$ cat src/design/bdlp_pkg.sv
// ----------------------------------------------------------------------------
// Button debounce package
// Types, constants and codes shared by the button debounce core.
// ----------------------------------------------------------------------------
`default_nettype none

package bdlp_pkg;

    localparam int NUM_BUTTONS = 6;
    localparam int TIME_BITS   = 48;
    localparam int KEY_BITS    = 3;
    localparam int SEQ_BITS    = 32;
    localparam int POLL_BITS   = 4;
    localparam int THR_BITS    = 32;
    localparam int CFG_IDX_BITS = 2;
    localparam int CFG_DATA_BITS = 32;
    localparam int IDX_BITS    = (NUM_BUTTONS > 1) ? $clog2(NUM_BUTTONS) : 1;

    localparam logic [IDX_BITS-1:0]    LAST_IDX = IDX_BITS'(NUM_BUTTONS - 1);
    localparam logic [IDX_BITS-1:0]    BACK_KEY = IDX_BITS'(5);

    localparam logic [NUM_BUTTONS-1:0] MASK_RESET       = '1;
    localparam logic [POLL_BITS-1:0]   DEBOUNCE_RESET   = POLL_BITS'(2);
    localparam logic [THR_BITS-1:0]    LONG_PRESS_RESET = THR_BITS'(2500000);

    typedef enum logic [1:0] {
        EV_PRESS    = 2'd0,
        EV_SHORT    = 2'd1,
        EV_RELEASE  = 2'd2,
        EV_SHUTDOWN = 2'd3
    } t_event;

    typedef enum logic {
        KIND_POLL  = 1'b0,
        KIND_CHECK = 1'b1
    } t_kind;

    typedef enum logic [CFG_IDX_BITS-1:0] {
        CFG_ACTIVE_LOW_MASK = 2'd0,
        CFG_DEBOUNCE_COUNT  = 2'd1,
        CFG_LONG_PRESS_US   = 2'd2
    } t_cfg_index;

    typedef enum logic [2:0] {
        ST_IDLE,
        ST_SCAN,
        ST_TRIPLE,
        ST_CHECK,
        ST_FLUSH
    } t_state;

    typedef struct packed {
        logic [NUM_BUTTONS-1:0] active_low_mask;
        logic [POLL_BITS-1:0]   debounce_count;
        logic [THR_BITS-1:0]    long_press_us;
    } t_cfg;

    typedef struct packed {
        t_kind                  kind;
        logic [NUM_BUTTONS-1:0] raw_levels;
        logic [TIME_BITS-1:0]   now_us;
    } t_in_item;

    typedef struct packed {
        logic [KEY_BITS-1:0] key;
        t_event              event_type;
        logic [SEQ_BITS-1:0] sequence_number;
        logic                last;
    } t_out_item;

    // Request from the sequencer to the output stage.
    typedef struct packed {
        logic                push;
        logic                flush;
        logic [KEY_BITS-1:0] key;
        t_event              event_type;
        logic [SEQ_BITS-1:0] seq;
    } t_emit_req;

endpackage

`default_nettype wire

$ cat src/design/bdlp_cfg.sv
// ----------------------------------------------------------------------------
// Button debounce configuration registers
// Holds the polarity mask, debounce count and long press threshold.
// ----------------------------------------------------------------------------
`default_nettype none

module bdlp_cfg (
    input  wire logic                                i_clk,
    input  wire logic                                i_rst_n,
    input  wire logic                                i_cfg_valid,
    output logic                                     o_cfg_ready,
    input  wire logic [bdlp_pkg::CFG_IDX_BITS-1:0]   i_cfg_index,
    input  wire logic [bdlp_pkg::CFG_DATA_BITS-1:0]  i_cfg_data,
    output bdlp_pkg::t_cfg                           o_cfg
);

    bdlp_pkg::t_cfg r_cfg;

    // Writes are always accepted, so the port never stalls.
    assign o_cfg_ready = 1'b1;
    assign o_cfg       = r_cfg;

    always_ff @(posedge i_clk) begin
        if (!i_rst_n) begin
            r_cfg.active_low_mask <= bdlp_pkg::MASK_RESET;
            r_cfg.debounce_count  <= bdlp_pkg::DEBOUNCE_RESET;
            r_cfg.long_press_us   <= bdlp_pkg::LONG_PRESS_RESET;
        end else if (i_cfg_valid) begin
            unique case (bdlp_pkg::t_cfg_index'(i_cfg_index))
                bdlp_pkg::CFG_ACTIVE_LOW_MASK: begin
                    r_cfg.active_low_mask <= i_cfg_data[bdlp_pkg::NUM_BUTTONS-1:0];
                end
                bdlp_pkg::CFG_DEBOUNCE_COUNT: begin
                    r_cfg.debounce_count <= i_cfg_data[bdlp_pkg::POLL_BITS-1:0];
                end
                bdlp_pkg::CFG_LONG_PRESS_US: begin
                    r_cfg.long_press_us <= i_cfg_data[bdlp_pkg::THR_BITS-1:0];
                end
                default: begin
                end
            endcase
        end
    end

endmodule

`default_nettype wire

$ cat src/design/bdlp_hold.sv
// ----------------------------------------------------------------------------
// Button debounce hold time unit
// Shared subtract and compare that classifies a hold as short or long.
// ----------------------------------------------------------------------------
`default_nettype none

module bdlp_hold (
    input  wire logic [bdlp_pkg::TIME_BITS-1:0] i_now,
    input  wire logic [bdlp_pkg::TIME_BITS-1:0] i_start,
    input  wire logic [bdlp_pkg::THR_BITS-1:0]  i_threshold,
    output logic                                o_short
);

    logic [bdlp_pkg::TIME_BITS-1:0] w_dur;

    // The time base wraps, so the difference is taken modulo its width.
    assign w_dur   = i_now - i_start;
    assign o_short = w_dur < bdlp_pkg::TIME_BITS'(i_threshold);

endmodule

`default_nettype wire

$ cat src/design/bdlp_ostage.sv
// ----------------------------------------------------------------------------
// Button debounce output stage
// Holds one result back so that the final result of a request can be marked.
// ----------------------------------------------------------------------------
`default_nettype none

module bdlp_ostage (
    input  wire logic                i_clk,
    input  wire logic                i_rst_n,
    input  wire bdlp_pkg::t_emit_req i_req,
    output logic                     o_req_ready,
    output logic                     o_out_valid,
    input  wire logic                i_out_ready,
    output bdlp_pkg::t_out_item      o_out_data
);

    logic                r_pend_valid;
    logic                n_pend_valid;
    bdlp_pkg::t_out_item r_pend;
    bdlp_pkg::t_out_item n_pend;
    logic                r_out_valid;
    logic                n_out_valid;
    bdlp_pkg::t_out_item r_out;
    bdlp_pkg::t_out_item n_out;
    logic                w_out_free;

    assign w_out_free  = !r_out_valid || i_out_ready;
    assign o_req_ready = !r_pend_valid || w_out_free;
    assign o_out_valid = r_out_valid;
    assign o_out_data  = r_out;

    always_comb begin
        n_pend_valid = r_pend_valid;
        n_pend       = r_pend;
        n_out_valid  = r_out_valid;
        n_out        = r_out;
        if (r_out_valid && i_out_ready) begin
            n_out_valid = 1'b0;
        end
        if (i_req.push && o_req_ready) begin
            // A newer result exists, so the held one cannot be the last.
            if (r_pend_valid) begin
                n_out       = r_pend;
                n_out.last  = 1'b0;
                n_out_valid = 1'b1;
            end
            n_pend_valid           = 1'b1;
            n_pend.key             = i_req.key;
            n_pend.event_type      = i_req.event_type;
            n_pend.sequence_number = i_req.seq;
            n_pend.last            = 1'b0;
        end else if (i_req.flush && o_req_ready && r_pend_valid) begin
            n_out        = r_pend;
            n_out.last   = 1'b1;
            n_out_valid  = 1'b1;
            n_pend_valid = 1'b0;
        end
    end

    always_ff @(posedge i_clk) begin
        if (!i_rst_n) begin
            r_pend_valid <= 1'b0;
            r_out_valid  <= 1'b0;
        end else begin
            r_pend_valid <= n_pend_valid;
            r_out_valid  <= n_out_valid;
        end
    end

    always_ff @(posedge i_clk) begin
        r_pend <= n_pend;
        r_out  <= n_out;
    end

endmodule

`default_nettype wire

$ cat src/design/button_debounce_long_press_core.sv
// ----------------------------------------------------------------------------
// Button debounce and long press core
// Debounces six buttons, synthesises short clicks and requests shutdown.
// ----------------------------------------------------------------------------
// A poll request carries the raw pin levels and a microsecond timestamp; a
// check request asks whether the back button has been held past the long
// press threshold. The block takes one request at a time. A small sequencer
// visits the buttons in the order up, down, left, right, ok, back, one per
// clock while no result waits for the output stage and no short click is
// inserted, and shares a single subtract-and-compare unit for every hold
// time. A poll is accepted in the idle state, scans each button in turn,
// emits the press, short and release of each synthesised short click, and
// closes the request with a flush; a check looks at back and then flushes.
// Each result must pass a one-entry hold register and the output register,
// so a stalled consumer holds up the sequencer. The result held back is
// what lets the block mark the final result of a request with last.
// Configuration writes take effect in the cycle after they are accepted and
// should only be made while the block is idle. After reset every button is
// released, no button has a press time and the sequence counter is zero.
// ----------------------------------------------------------------------------
`default_nettype none

module button_debounce_long_press_core (
    input  wire logic                                i_clk,
    input  wire logic                                i_rst_n,
    input  wire logic                                i_in_valid,
    output logic                                     o_in_ready,
    input  wire bdlp_pkg::t_in_item                  i_in_data,
    output logic                                     o_out_valid,
    input  wire logic                                i_out_ready,
    output bdlp_pkg::t_out_item                      o_out_data,
    input  wire logic                                i_cfg_valid,
    output logic                                     o_cfg_ready,
    input  wire logic [bdlp_pkg::CFG_IDX_BITS-1:0]   i_cfg_index,
    input  wire logic [bdlp_pkg::CFG_DATA_BITS-1:0]  i_cfg_data
);

    localparam int NB = bdlp_pkg::NUM_BUTTONS;
    localparam int IB = bdlp_pkg::IDX_BITS;
    localparam int PB = bdlp_pkg::POLL_BITS;
    localparam int TB = bdlp_pkg::TIME_BITS;
    localparam int SB = bdlp_pkg::SEQ_BITS;
    localparam int KB = bdlp_pkg::KEY_BITS;
    localparam logic [1:0] SUB_LAST = 2'd2;

    bdlp_pkg::t_cfg      w_cfg;
    bdlp_pkg::t_emit_req w_req;
    logic                w_req_ready;
    logic                w_short;

    // Sequencer and button state.
    bdlp_pkg::t_state    r_state;
    bdlp_pkg::t_state    n_state;
    logic [IB-1:0]       r_idx;
    logic [IB-1:0]       n_idx;
    logic [1:0]          r_sub;
    logic [1:0]          n_sub;
    bdlp_pkg::t_in_item  r_item;
    bdlp_pkg::t_in_item  n_item;
    logic [NB-1:0]       r_raw;
    logic [NB-1:0]       n_raw;
    logic [NB-1:0]       r_deb;
    logic [NB-1:0]       n_deb;
    logic [PB-1:0]       r_stable [NB];
    logic [PB-1:0]       n_stable [NB];
    logic [TB-1:0]       r_start  [NB];
    logic [TB-1:0]       n_start  [NB];
    logic [SB-1:0]       r_seq;
    logic [SB-1:0]       n_seq;

    // Debounce step for the button under the scan pointer.
    logic                w_pressed;
    logic                w_raw_next;
    logic [PB-1:0]       w_stable_next;
    logic                w_fire;
    logic [IB-1:0]       w_hold_idx;

    // Where the scan goes once the current button is finished.
    bdlp_pkg::t_state    w_adv_state;
    logic [IB-1:0]       w_adv_idx;

    bdlp_cfg u_cfg (
        .i_clk       (i_clk),
        .i_rst_n     (i_rst_n),
        .i_cfg_valid (i_cfg_valid),
        .o_cfg_ready (o_cfg_ready),
        .i_cfg_index (i_cfg_index),
        .i_cfg_data  (i_cfg_data),
        .o_cfg       (w_cfg)
    );

    // The check request always looks at back; a poll looks at the scanned button.
    assign w_hold_idx = (r_state == bdlp_pkg::ST_CHECK) ? bdlp_pkg::BACK_KEY : r_idx;

    bdlp_hold u_hold (
        .i_now       (r_item.now_us),
        .i_start     (r_start[w_hold_idx]),
        .i_threshold (w_cfg.long_press_us),
        .o_short     (w_short)
    );

    bdlp_ostage u_ostage (
        .i_clk       (i_clk),
        .i_rst_n     (i_rst_n),
        .i_req       (w_req),
        .o_req_ready (w_req_ready),
        .o_out_valid (o_out_valid),
        .i_out_ready (i_out_ready),
        .o_out_data  (o_out_data)
    );

    always_comb begin
        w_pressed = r_item.raw_levels[r_idx] ^ w_cfg.active_low_mask[r_idx];
        if (w_pressed == r_raw[r_idx]) begin
            w_raw_next    = r_raw[r_idx];
            w_stable_next = (r_stable[r_idx] < w_cfg.debounce_count)
                          ? PB'(r_stable[r_idx] + 1'b1) : r_stable[r_idx];
        end else begin
            w_raw_next    = w_pressed;
            w_stable_next = PB'(1);
        end
        // A qualified level that differs from the debounced one is an event.
        w_fire = (w_stable_next >= w_cfg.debounce_count) && (r_deb[r_idx] != w_raw_next);
    end

    always_comb begin
        if (r_idx == bdlp_pkg::LAST_IDX) begin
            w_adv_state = bdlp_pkg::ST_FLUSH;
            w_adv_idx   = r_idx;
        end else begin
            w_adv_state = bdlp_pkg::ST_SCAN;
            w_adv_idx   = IB'(r_idx + 1'b1);
        end
    end

    always_comb begin
        n_state  = r_state;
        n_idx    = r_idx;
        n_sub    = r_sub;
        n_item   = r_item;
        n_raw    = r_raw;
        n_deb    = r_deb;
        n_stable = r_stable;
        n_start  = r_start;
        n_seq    = r_seq;

        w_req.push       = 1'b0;
        w_req.flush      = 1'b0;
        w_req.key        = KB'(r_idx);
        w_req.event_type = bdlp_pkg::EV_PRESS;
        w_req.seq        = SB'(r_seq + 1'b1);

        o_in_ready = 1'b0;

        unique case (r_state)
            bdlp_pkg::ST_IDLE: begin
                o_in_ready = 1'b1;
                if (i_in_valid) begin
                    n_item = i_in_data;
                    n_idx  = '0;
                    n_state = (i_in_data.kind == bdlp_pkg::KIND_CHECK)
                            ? bdlp_pkg::ST_CHECK : bdlp_pkg::ST_SCAN;
                end
            end

            bdlp_pkg::ST_SCAN: begin
                if (!w_fire) begin
                    n_raw[r_idx]    = w_raw_next;
                    n_stable[r_idx] = w_stable_next;
                    n_state         = w_adv_state;
                    n_idx           = w_adv_idx;
                end else begin
                    // Nothing is committed until the output stage takes the result.
                    w_req.push       = 1'b1;
                    w_req.event_type = w_raw_next ? bdlp_pkg::EV_PRESS
                                                  : bdlp_pkg::EV_RELEASE;
                    if (w_req_ready) begin
                        n_raw[r_idx]    = w_raw_next;
                        n_stable[r_idx] = w_stable_next;
                        n_deb[r_idx]    = w_raw_next;
                        if (w_raw_next) begin
                            n_start[r_idx] = r_item.now_us;
                            n_seq          = SB'(r_seq + 1'b1);
                            n_state        = w_adv_state;
                            n_idx          = w_adv_idx;
                        end else begin
                            n_start[r_idx] = '0;
                            if (w_short) begin
                                // The synthesised click takes the following number.
                                n_seq   = SB'(r_seq + 2'd2);
                                n_sub   = '0;
                                n_state = bdlp_pkg::ST_TRIPLE;
                            end else begin
                                n_seq   = SB'(r_seq + 1'b1);
                                n_state = w_adv_state;
                                n_idx   = w_adv_idx;
                            end
                        end
                    end
                end
            end

            bdlp_pkg::ST_TRIPLE: begin
                w_req.push = 1'b1;
                w_req.seq  = r_seq;
                case (r_sub)
                    2'd0:    w_req.event_type = bdlp_pkg::EV_PRESS;
                    2'd1:    w_req.event_type = bdlp_pkg::EV_SHORT;
                    default: w_req.event_type = bdlp_pkg::EV_RELEASE;
                endcase
                if (w_req_ready) begin
                    if (r_sub == SUB_LAST) begin
                        n_state = w_adv_state;
                        n_idx   = w_adv_idx;
                    end else begin
                        n_sub = 2'(r_sub + 1'b1);
                    end
                end
            end

            bdlp_pkg::ST_CHECK: begin
                w_req.key        = KB'(bdlp_pkg::BACK_KEY);
                w_req.event_type = bdlp_pkg::EV_SHUTDOWN;
                w_req.seq        = r_seq;
                if (r_deb[bdlp_pkg::BACK_KEY] && !w_short) begin
                    w_req.push = 1'b1;
                    if (w_req_ready) begin
                        n_state = bdlp_pkg::ST_FLUSH;
                    end
                end else begin
                    n_state = bdlp_pkg::ST_FLUSH;
                end
            end

            bdlp_pkg::ST_FLUSH: begin
                // Release the held result, marked as the last of this request.
                w_req.flush = 1'b1;
                if (w_req_ready) begin
                    n_state = bdlp_pkg::ST_IDLE;
                end
            end

            default: begin
                n_state = bdlp_pkg::ST_IDLE;
            end
        endcase
    end

    always_ff @(posedge i_clk) begin
        if (!i_rst_n) begin
            r_state <= bdlp_pkg::ST_IDLE;
            r_idx   <= '0;
            r_sub   <= '0;
            r_raw   <= '0;
            r_deb   <= '0;
            r_seq   <= '0;
            for (int i = 0; i < NB; i++) begin
                r_stable[i] <= bdlp_pkg::DEBOUNCE_RESET;
                r_start[i]  <= '0;
            end
        end else begin
            r_state  <= n_state;
            r_idx    <= n_idx;
            r_sub    <= n_sub;
            r_raw    <= n_raw;
            r_deb    <= n_deb;
            r_seq    <= n_seq;
            r_stable <= n_stable;
            r_start  <= n_start;
        end
    end

    always_ff @(posedge i_clk) begin
        r_item <= n_item;
    end

endmodule

`default_nettype wire

$ cat config.mk
export PLATFORM = sky130hd
export DESIGN_NAME = button_debounce_long_press_core
export DESIGN_NICKNAME = d
export VERILOG_FILES = /design/src/design/bdlp_pkg.sv /design/src/design/bdlp_cfg.sv /design/src/design/bdlp_hold.sv /design/src/design/bdlp_ostage.sv /design/src/design/button_debounce_long_press_core.sv
export SDC_FILE = /design/constraint.sdc
export NUM_CORES = 1
export LEC_CHECK = 0
export BUFFER_PORTS_ARGS = -buffer_cell sky130_fd_sc_hd__clkbuf_2
export CAP_MARGIN = 0
export CORE_MARGIN = 1.5
export CORE_UTILIZATION = 30
export DETAILED_ROUTE_END_ITERATION = 6
export PLACE_DENSITY_LB_ADDON = 0.12
export SYNTH_ARGS = -nofsm -noshare
export SYNTH_HDL_FRONTEND = slang
export SYNTH_SLANG_ARGS = --single-unit
$ cat constraint.sdc
create_clock -name i_clk -period 19.9 [get_ports i_clk]
set_input_delay 3.98 -clock i_clk [delete_from_list [all_inputs] [get_ports i_clk]]
set_output_delay 3.98 -clock i_clk [all_outputs]
set_load 0.01 [all_outputs]
# Word level (Yosys, flattened, before mapping)
# Cells that the tools add are included.
[word_totals] latchBits=0 mem_bits_rw=0 mem_count=0 rom_bits=0 reg_bits=537 in_bits=94
[classes] n_addsub=6 n_mul=0 n_div=0 bitwise=5 mux=83 reduce_logical=30 magnitude_cmp=8 shift=0 eq_ne=25
[op_table] cell="$and 288x288->288" n=1
[op_table] cell="$bwmux 288" n=1
[op_table] cell="$mux 288" n=1
[op_table] cell="$not 288->288" n=1
[op_table] cell="$bmux 48 s3" n=1
[op_table] cell="$demux 48 s3" n=1
[op_table] cell="$mux 48" n=3
[op_table] cell="$mux 38" n=3
[op_table] cell="$mux 32" n=3
[op_table] cell="$mux 3" n=20
[op_table] cell="$lt 48x32->1" n=1
[op_table] cell="$mux 24" n=2
[op_table] cell="$sub 48x48->48" n=1
[op_table] cell="$add 32x1->32 const B" n=1
[op_table] cell="$add 32x2->32 const B" n=1
[op_table] cell="$bwmux 24" n=1
[op_table] cell="$mux 4" n=5
[op_table] cell="$mux 2" n=9
[op_table] cell="$mux 1" n=16
[op_table] cell="$pmux 3 s5" n=1
[op_table] cell="$bmux 1 s3" n=4
[op_table] cell="$bmux 4 s3" n=1
[op_table] cell="$bwmux 6" n=2
[op_table] cell="$demux 4 s3" n=1
[op_table] cell="other kinds (40)" n=76

# Depth between registers and ports, before layout
[depth] depth_word=15 ltp_mapped=35 ltp_nobuf=27

# Cells and area by module
# A second synthesis with hierarchy kept.
[unflattened] hier_cells=2866 area_unflattened_um2=26425.3
[modules_own_cells] module="button_debounce_long_press_core" n_inst=1 area_per_inst_um2=18559.0 cells_per_inst=2046
[modules_own_cells] module="bdlp_hold" n_inst=1 area_per_inst_um2=3716.1 cells_per_inst=548
[modules_own_cells] module="bdlp_ostage" n_inst=1 area_per_inst_um2=2352.3 cells_per_inst=87
[modules_own_cells] module="bdlp_cfg" n_inst=1 area_per_inst_um2=1798.0 cells_per_inst=185

# Worst setup path before layout
# OpenSTA, ideal clock, no wires.
[synth_timing] kind="register to register" start="reg r_idx[0]" end="reg u_ostage.r_out (netlist bit u_ostage.o_out_data[0]), enable pin" slack_ns=11.593 n_path_buf=7 t_arrival_ns=7.861 t_required_ns=19.454 setup_time_ns=0.446 path_stages_with_launch=32 cell_sequence="dfxtp_1 -> buf_6 -> buf_6 -> buf_2 -> clkbuf_1 -> nor2_1 -> clkbuf_1 -> clkbuf_1 -> mux2i_1 -> a221oi_1 -> nor2_1 -> ha_1 -> buf_2 -> nand4_2 -> nor3_2 -> o2111ai_1 -> and3_4 -> a2111oi_2 -> nor2_1 -> xnor2_1 -> ha_1 -> nand4_1 -> nor3_1 -> nand3_1 -> a211oi_1 -> a2111oi_2 -> nand4_1 -> nor4_2 -> o2111a_2 -> a21oi_1 -> o21ai_0 -> a21oi_1"
[synth_via] elab_chain_len=14
[synth_rtl] item="start, declared" line_no="button_debounce_long_press_core.sv:54" source="logic [IB-1:0] r_idx;"
[synth_rtl] item="start signal, assigned" line_no="button_debounce_long_press_core.sv:263" source="r_idx <= n_idx;"
[synth_rtl] item="$mux 3 or $not 3->4 (tied branches)"
[synth_rtl] item="$not 3->4 (implied by the code) or $bmux 4 s3 (tied branches)" line_no="button_debounce_long_press_core.sv:97, button_debounce_long_press_core.sv:116, button_debounce_long_press_core.sv:117"
[synth_rtl] item="$bmux 48 s3 or $mux 4 (tied branches)" line_no="button_debounce_long_press_core.sv:97, button_debounce_long_press_core.sv:116, button_debounce_long_press_core.sv:117"
[synth_rtl] item="$mux 48 (implied by the code) or $mux 4 (tied branches)" line_no="button_debounce_long_press_core.sv:97, button_debounce_long_press_core.sv:116, button_debounce_long_press_core.sv:117"
[synth_rtl] item="$mux 48 (implied by the code) (tied with other cells)" line_no="button_debounce_long_press_core.sv:97" source=".i_start (r_start[w_hold_idx]),"
[synth_rtl] item="$sub 48x48->48 or $mux 4 (tied branches)" line_no="bdlp_hold.sv:17, button_debounce_long_press_core.sv:117"
[synth_rtl] item="$lt 48x32->1 or $mux 4 (tied branches)" line_no="bdlp_hold.sv:18, button_debounce_long_press_core.sv:114"
[synth_rtl] item="$logic_not 1->1 or $ge 4x4->1 (tied branches)" line_no="button_debounce_long_press_core.sv:225, button_debounce_long_press_core.sv:123"
[synth_rtl] item="$logic_and 1x1->1 (on tied branches)" line_no="button_debounce_long_press_core.sv:225, button_debounce_long_press_core.sv:123"
[synth_rtl] item="$mux 1 (on tied branches)" line_no="button_debounce_long_press_core.sv:225, button_debounce_long_press_core.sv:167"
[synth_rtl] item="$pmux 1 s3 (*)" line_no="button_debounce_long_press_core.sv:155" source="unique case (r_state)"
[synth_rtl] item="$logic_and 1x1->1 (*)" line_no="bdlp_ostage.sv:40" source="if (i_req.push && o_req_ready) begin"
[synth_rtl] item="$ne 2x1->1 (no line) or $reduce_bool 2->1 (tied branches)"
[synth_rtl] item="$reduce_and 2->1 (no line) (*)"
[synth_rtl] item="end signal, assigned" line_no="bdlp_ostage.sv:72" source="r_out <= n_out;"
[synth_rtl] item="end, declared" line_no="bdlp_ostage.sv:23" source="bdlp_pkg::t_out_item r_out;"
# Mark *: on every way between the ends. The rest lies on a longest branch, timed or not. The select of a mux whose other input is x is not followed.
# A chain may end at the register's enable or synchronous reset.

# Worst setup path after layout
[layout_timing] start="reg r_state[1]" end="reg u_ostage.r_out (netlist bit u_ostage.o_out_data[5]), enable pin"
[layout_via] elab_chain_len=15
[layout_rtl] item="start, declared" line_no="button_debounce_long_press_core.sv:52" source="bdlp_pkg::t_state r_state;"
[layout_rtl] item="start signal, assigned" line_no="button_debounce_long_press_core.sv:251" source="r_state <= bdlp_pkg::ST_IDLE;"
[layout_rtl] item="start signal, assigned" line_no="button_debounce_long_press_core.sv:262" source="r_state <= n_state;"
[layout_rtl] item="$eq 3x2->1" line_no="button_debounce_long_press_core.sv:93, button_debounce_long_press_core.sv:155"
[layout_rtl] item="$mux 3"
[layout_rtl] item="$not 3->4 (implied by the code)" line_no="button_debounce_long_press_core.sv:97"
[layout_rtl] item="$bmux 48 s3" line_no="button_debounce_long_press_core.sv:97"
[layout_rtl] item="$mux 48 (implied by the code) (2 in a row)" line_no="button_debounce_long_press_core.sv:97"
[layout_rtl] item="$sub 48x48->48" line_no="bdlp_hold.sv:17" source="assign w_dur = i_now - i_start;"
[layout_rtl] item="$lt 48x32->1" line_no="bdlp_hold.sv:18" source="assign o_short = w_dur < bdlp_pkg::TIME_BITS'(i_threshold);"
[layout_rtl] item="$logic_not 1->1" line_no="button_debounce_long_press_core.sv:225" source="if (r_deb[bdlp_pkg::BACK_KEY] && !w_short) begin"
[layout_rtl] item="$logic_and 1x1->1" line_no="button_debounce_long_press_core.sv:225"
[layout_rtl] item="$mux 1" line_no="button_debounce_long_press_core.sv:225"
[layout_rtl] item="$pmux 1 s3" line_no="button_debounce_long_press_core.sv:155"
[layout_rtl] item="$logic_and 1x1->1" line_no="bdlp_ostage.sv:40"
[layout_rtl] item="$ne 2x1->1 (no line) or $reduce_bool 2->1 (tied branches)"
[layout_rtl] item="$reduce_and 2->1 (no line) (*)"
# Marked as above.

==> results.json <==
{
  "fmax_mhz": 115.3,
  "crit_fanout": 94,
  "antenna_found_initial": 0,
  "layout.nets": 3508,
  "fin_crit_ns": 8.670,
  "rsz0062_at_grt": "false",
  "hold_buffers": 0,
  "fp.dieH_um": 304.5,
  "startpoint": "r_state[1]",
  "io_buffer_count": 133,
  "cp_slowest_cell": "dfxtp_1",
  "ios": 135,
  "syn_nets": 3503,
  "place_hpwl_mm": 57.27,
  "endpoint_kind": "register",
  "gr-total-overflow": 0,
  "period_share_pct": 43.57,
  "core_area_mm2": 0.09001,
  "synth_cell_types": 95,
  "ys_async_sr_fraction_pct": 0,
  "drt-wirelength-per-cell_um": 18.84,
  "yosys-top-cells-area": "dfxtp_1 30%, edfxtp_1 14%, nor2_1 10%",
  "detail-route-antenna-nets": 0,
  "path_clk_slew_ns": 0.06,
  "wl_mm": 85.66,
  "path_class": "reg2reg",
  "ys.flop_type": "dfxtp_1",
  "min_from": "u_ostage.r_pend[28]",
  "core.rowCount": 110,
  "finalSetupViolations": 0,
  "start_util_pct": 30.30,
  "maxCapViolations": 0,
  "placedCellCount": 4426,
  "ctsLongestPathBuffers": 3,
  "cts_buffers": 67,
  "track_usage_pct": 18.22,
  "syn2layout_area_growth_pct": 13.44,
  "cts_tree": "yes",
  "clk-insertion-delay-late_ns": 0.66,
  "cts_resized": 0,
  "grt_max_degree": 144,
  "antenna_cells": 0,
  "fillers": 9596,
  "critPathArrivalTime_ns": 9.00,
  "clock_skew_ns": 0.05543,
  "firstDrtPassIters": 7,
  "grt_pass1_wl_mm": 132.9,
  "p_total_mw": 3.746,
  "peakVddDrop_uv": 55.58,
  "drt_first_iter_violations": 1509,
  "grt_pass1_vias": 21876,
  "r2r_end": "u_ostage.o_out_data[5]",
  "worst_pin_slew_ns": 1.240,
  "drv_slew": 0,
  "max_stage_delay_ns": 0.87,
  "layoutNonFillerInstCount": 4547,
  "status": "finished, final reports clean",
  "crit_top_cell": "o21ai_0",
  "die_area_mm2": 0.09273,
  "r2r_cells": 30,
  "startpoint_type": "register",
  "hp-class": "reg2reg",
  "critical_path_required_ns": 20.23,
  "ys_ff_latch": 537,
  "p_per_area_mw_per_mm2": 121.1,
  "r2r_start": "r_state[1]",
  "finalSetupTns_ns": 0,
  "syn_avg_cell_area_um2": 8.229,
  "die_w_um": 304.5,
  "synth_area_mm2": 0.02727,
  "cts_htree_levels": 3,
  "place_congestion": 0.8537,
  "yosysTopAreaCellShare_pct": 29.95,
  "hold_viol": 0,
  "drive_gt1_share_pct": 9.671,
  "endpoint": "u_ostage.o_out_data[5]",
  "p_leak_nw": 11.35,
  "synth_warnings": 0,
  "vias_per_cell": 5.062,
  "seq_area_frac_synth_pct": 44.15,
  "cts.sinks": 537,
  "cts_setup_buffers": 0,
  "relSlewSlack_pct": 16.67,
  "synth_edf_count": 129,
  "syn-instance-count": 3314,
  "whs_ns": 0.4067,
  "clockRootBuffer": "clkbuf_16",
  "drc": 0,
  "rrSetupSlack_ns": 11.23,
  "yosys.area.top_type": "dfxtp_1",
  "via_count": 23016
}
[synth_stat cells, drive strengths merged (9+ instances only)]
cell type,number
a211oi,21
a21o,16
a21oi,492
a221oi,38
a31oi,21
and2,9
and3,22
buf,63
clkbuf,162
dfxtp,408
edfxtp,129
ha,94
inv,73
mux2i,135
nand2,384
nand2b,22
nand3,66
nand4,45
nor2,728
nor2b,22
nor3,29
nor4,16
o211ai,19
o21a,21
o21ai,57
o31ai,13
or3,14
or4,12
xnor2,39
xor2,27
[routing by layer]
layer  routed length [µm]  GRT usage (%)  share of wire (%)
met1                42180          25.88                 49
met5                    0              0                  0
met3                 3676          2.774                4.3
met2                38130          28.69                 45
met4                 1676          4.756                2.0
[sequential cells by signal (all words and copies together) (netlist names), 3 cells and up]
| name | cells |
|---|---|
| r_start | 288 |
| r_item | 54 |
| u_cfg.o_cfg | 42 |
| u_ostage.o_out_data | 38 |
| u_ostage.r_pend | 37 |
| r_seq | 32 |
| r_stable | 24 |
| r_deb | 6 |
| r_raw | 6 |
| r_idx | 3 |
| r_state | 3 |
[worst min path at each step]
stage | end | slack (ns) | cells past startpoint
after floorplan | u_ostage.o_out_data[10] | 0.40 | 0
after global placement | u_ostage.o_out_data[19] | 0.40 | 0
after detailed placement | u_ostage.o_out_data[4] | 0.41 | 0
after CTS | u_ostage.o_out_data[28] | 0.40 | 0
after global routing | u_ostage.o_out_data[31] | 0.43 | 0
final | u_ostage.o_out_data[28] | 0.41 | 0
[final cells by class]
type / instances / area (µm²) / share of cell area (%)
inverters: 73 / 281.5 / 0.9099
clock inverters: 30 / 322.8 / 1.043
clock buffers: 91 / 1857 / 6.002
flip-flops and latches: 537 / 12050 / 38.94
multi-input cells: 2479 / 14070 / 45.48
repair buffers: 161 / 888.4 / 2.871
well taps: 1176 / 1471 / 4.756
[critical path: cells and delay by family (launching register included)]
| family | cells | cell delay (ns) |
|---|---|---|
| AOI/OAI and AO/OA | 13 | 3.07 |
| xor gates and xnor gates | 1 | 0.20 |
| DFF | 1 | 0.87 |
| adders and majority gates | 3 | 0.92 |
| buffers and inverters | 4 | 1.53 |
| muxes | 1 | 0.25 |
| and+or+nand+nor | 8 | 1.40 |
[metrics by stage]
| stage | util, % | area [µm²] | setup slack [ns] |
|---|---|---|---|
| after global placement | 31.95 | 28760 | 11.38 |
| after CTS | 34.37 | 30940 | 11.18 |
| final | 34.37 | 30940 | 11.23 |
| after detailed placement | 31.95 | 28760 | 11.23 |
| after global routing | 34.37 | 30940 | 10.58 |
| after floorplan | - | 27270 | 11.59 |
[cells by family after synthesis]
| logic type | after synthesis | synth area share, % |
|---|---|---|
| buf+inv | 298 | 4.634 |
| compound gates | 774 | 17.13 |
| mux | 145 | 5.574 |
| simple gates | 1398 | 21.99 |
| fa+ha+maj | 95 | 4.386 |
| flops | 537 | 44.15 |
| other cells | 1 | 0.01375 |
| xor+xnor | 66 | 2.120 |
[layout by cell type (no fill, tap or decap), drive strengths merged, types with 12 or more instances in the layout]
master	instances
nor2	728
a21oi	492
dfxtp	408
nand2	384
clkbuf	224
mux2i	135
edfxtp	129
ha	94
inv	73
nand3	66
o21ai	57
nand4	45
xnor2	39
a221oi	38
nor3	29
buf	28
xor2	27
clkinv	27
nor2b	22
nand2b	22
and3	22
o21a	21
a31oi	21
a211oi	21
o211ai	19
a21o	16
nor4	16
or3	14
o31ai	13
or4	12
[where the power goes]
group          switching [mW]  total (mW)  internal, mW
sequential             0.0497        1.26          1.21
clock                   0.511        1.20         0.690
combinational           0.888        1.29         0.403
total                    1.45        3.75          2.30
Note: power is estimated with default switching activity, not from simulation.
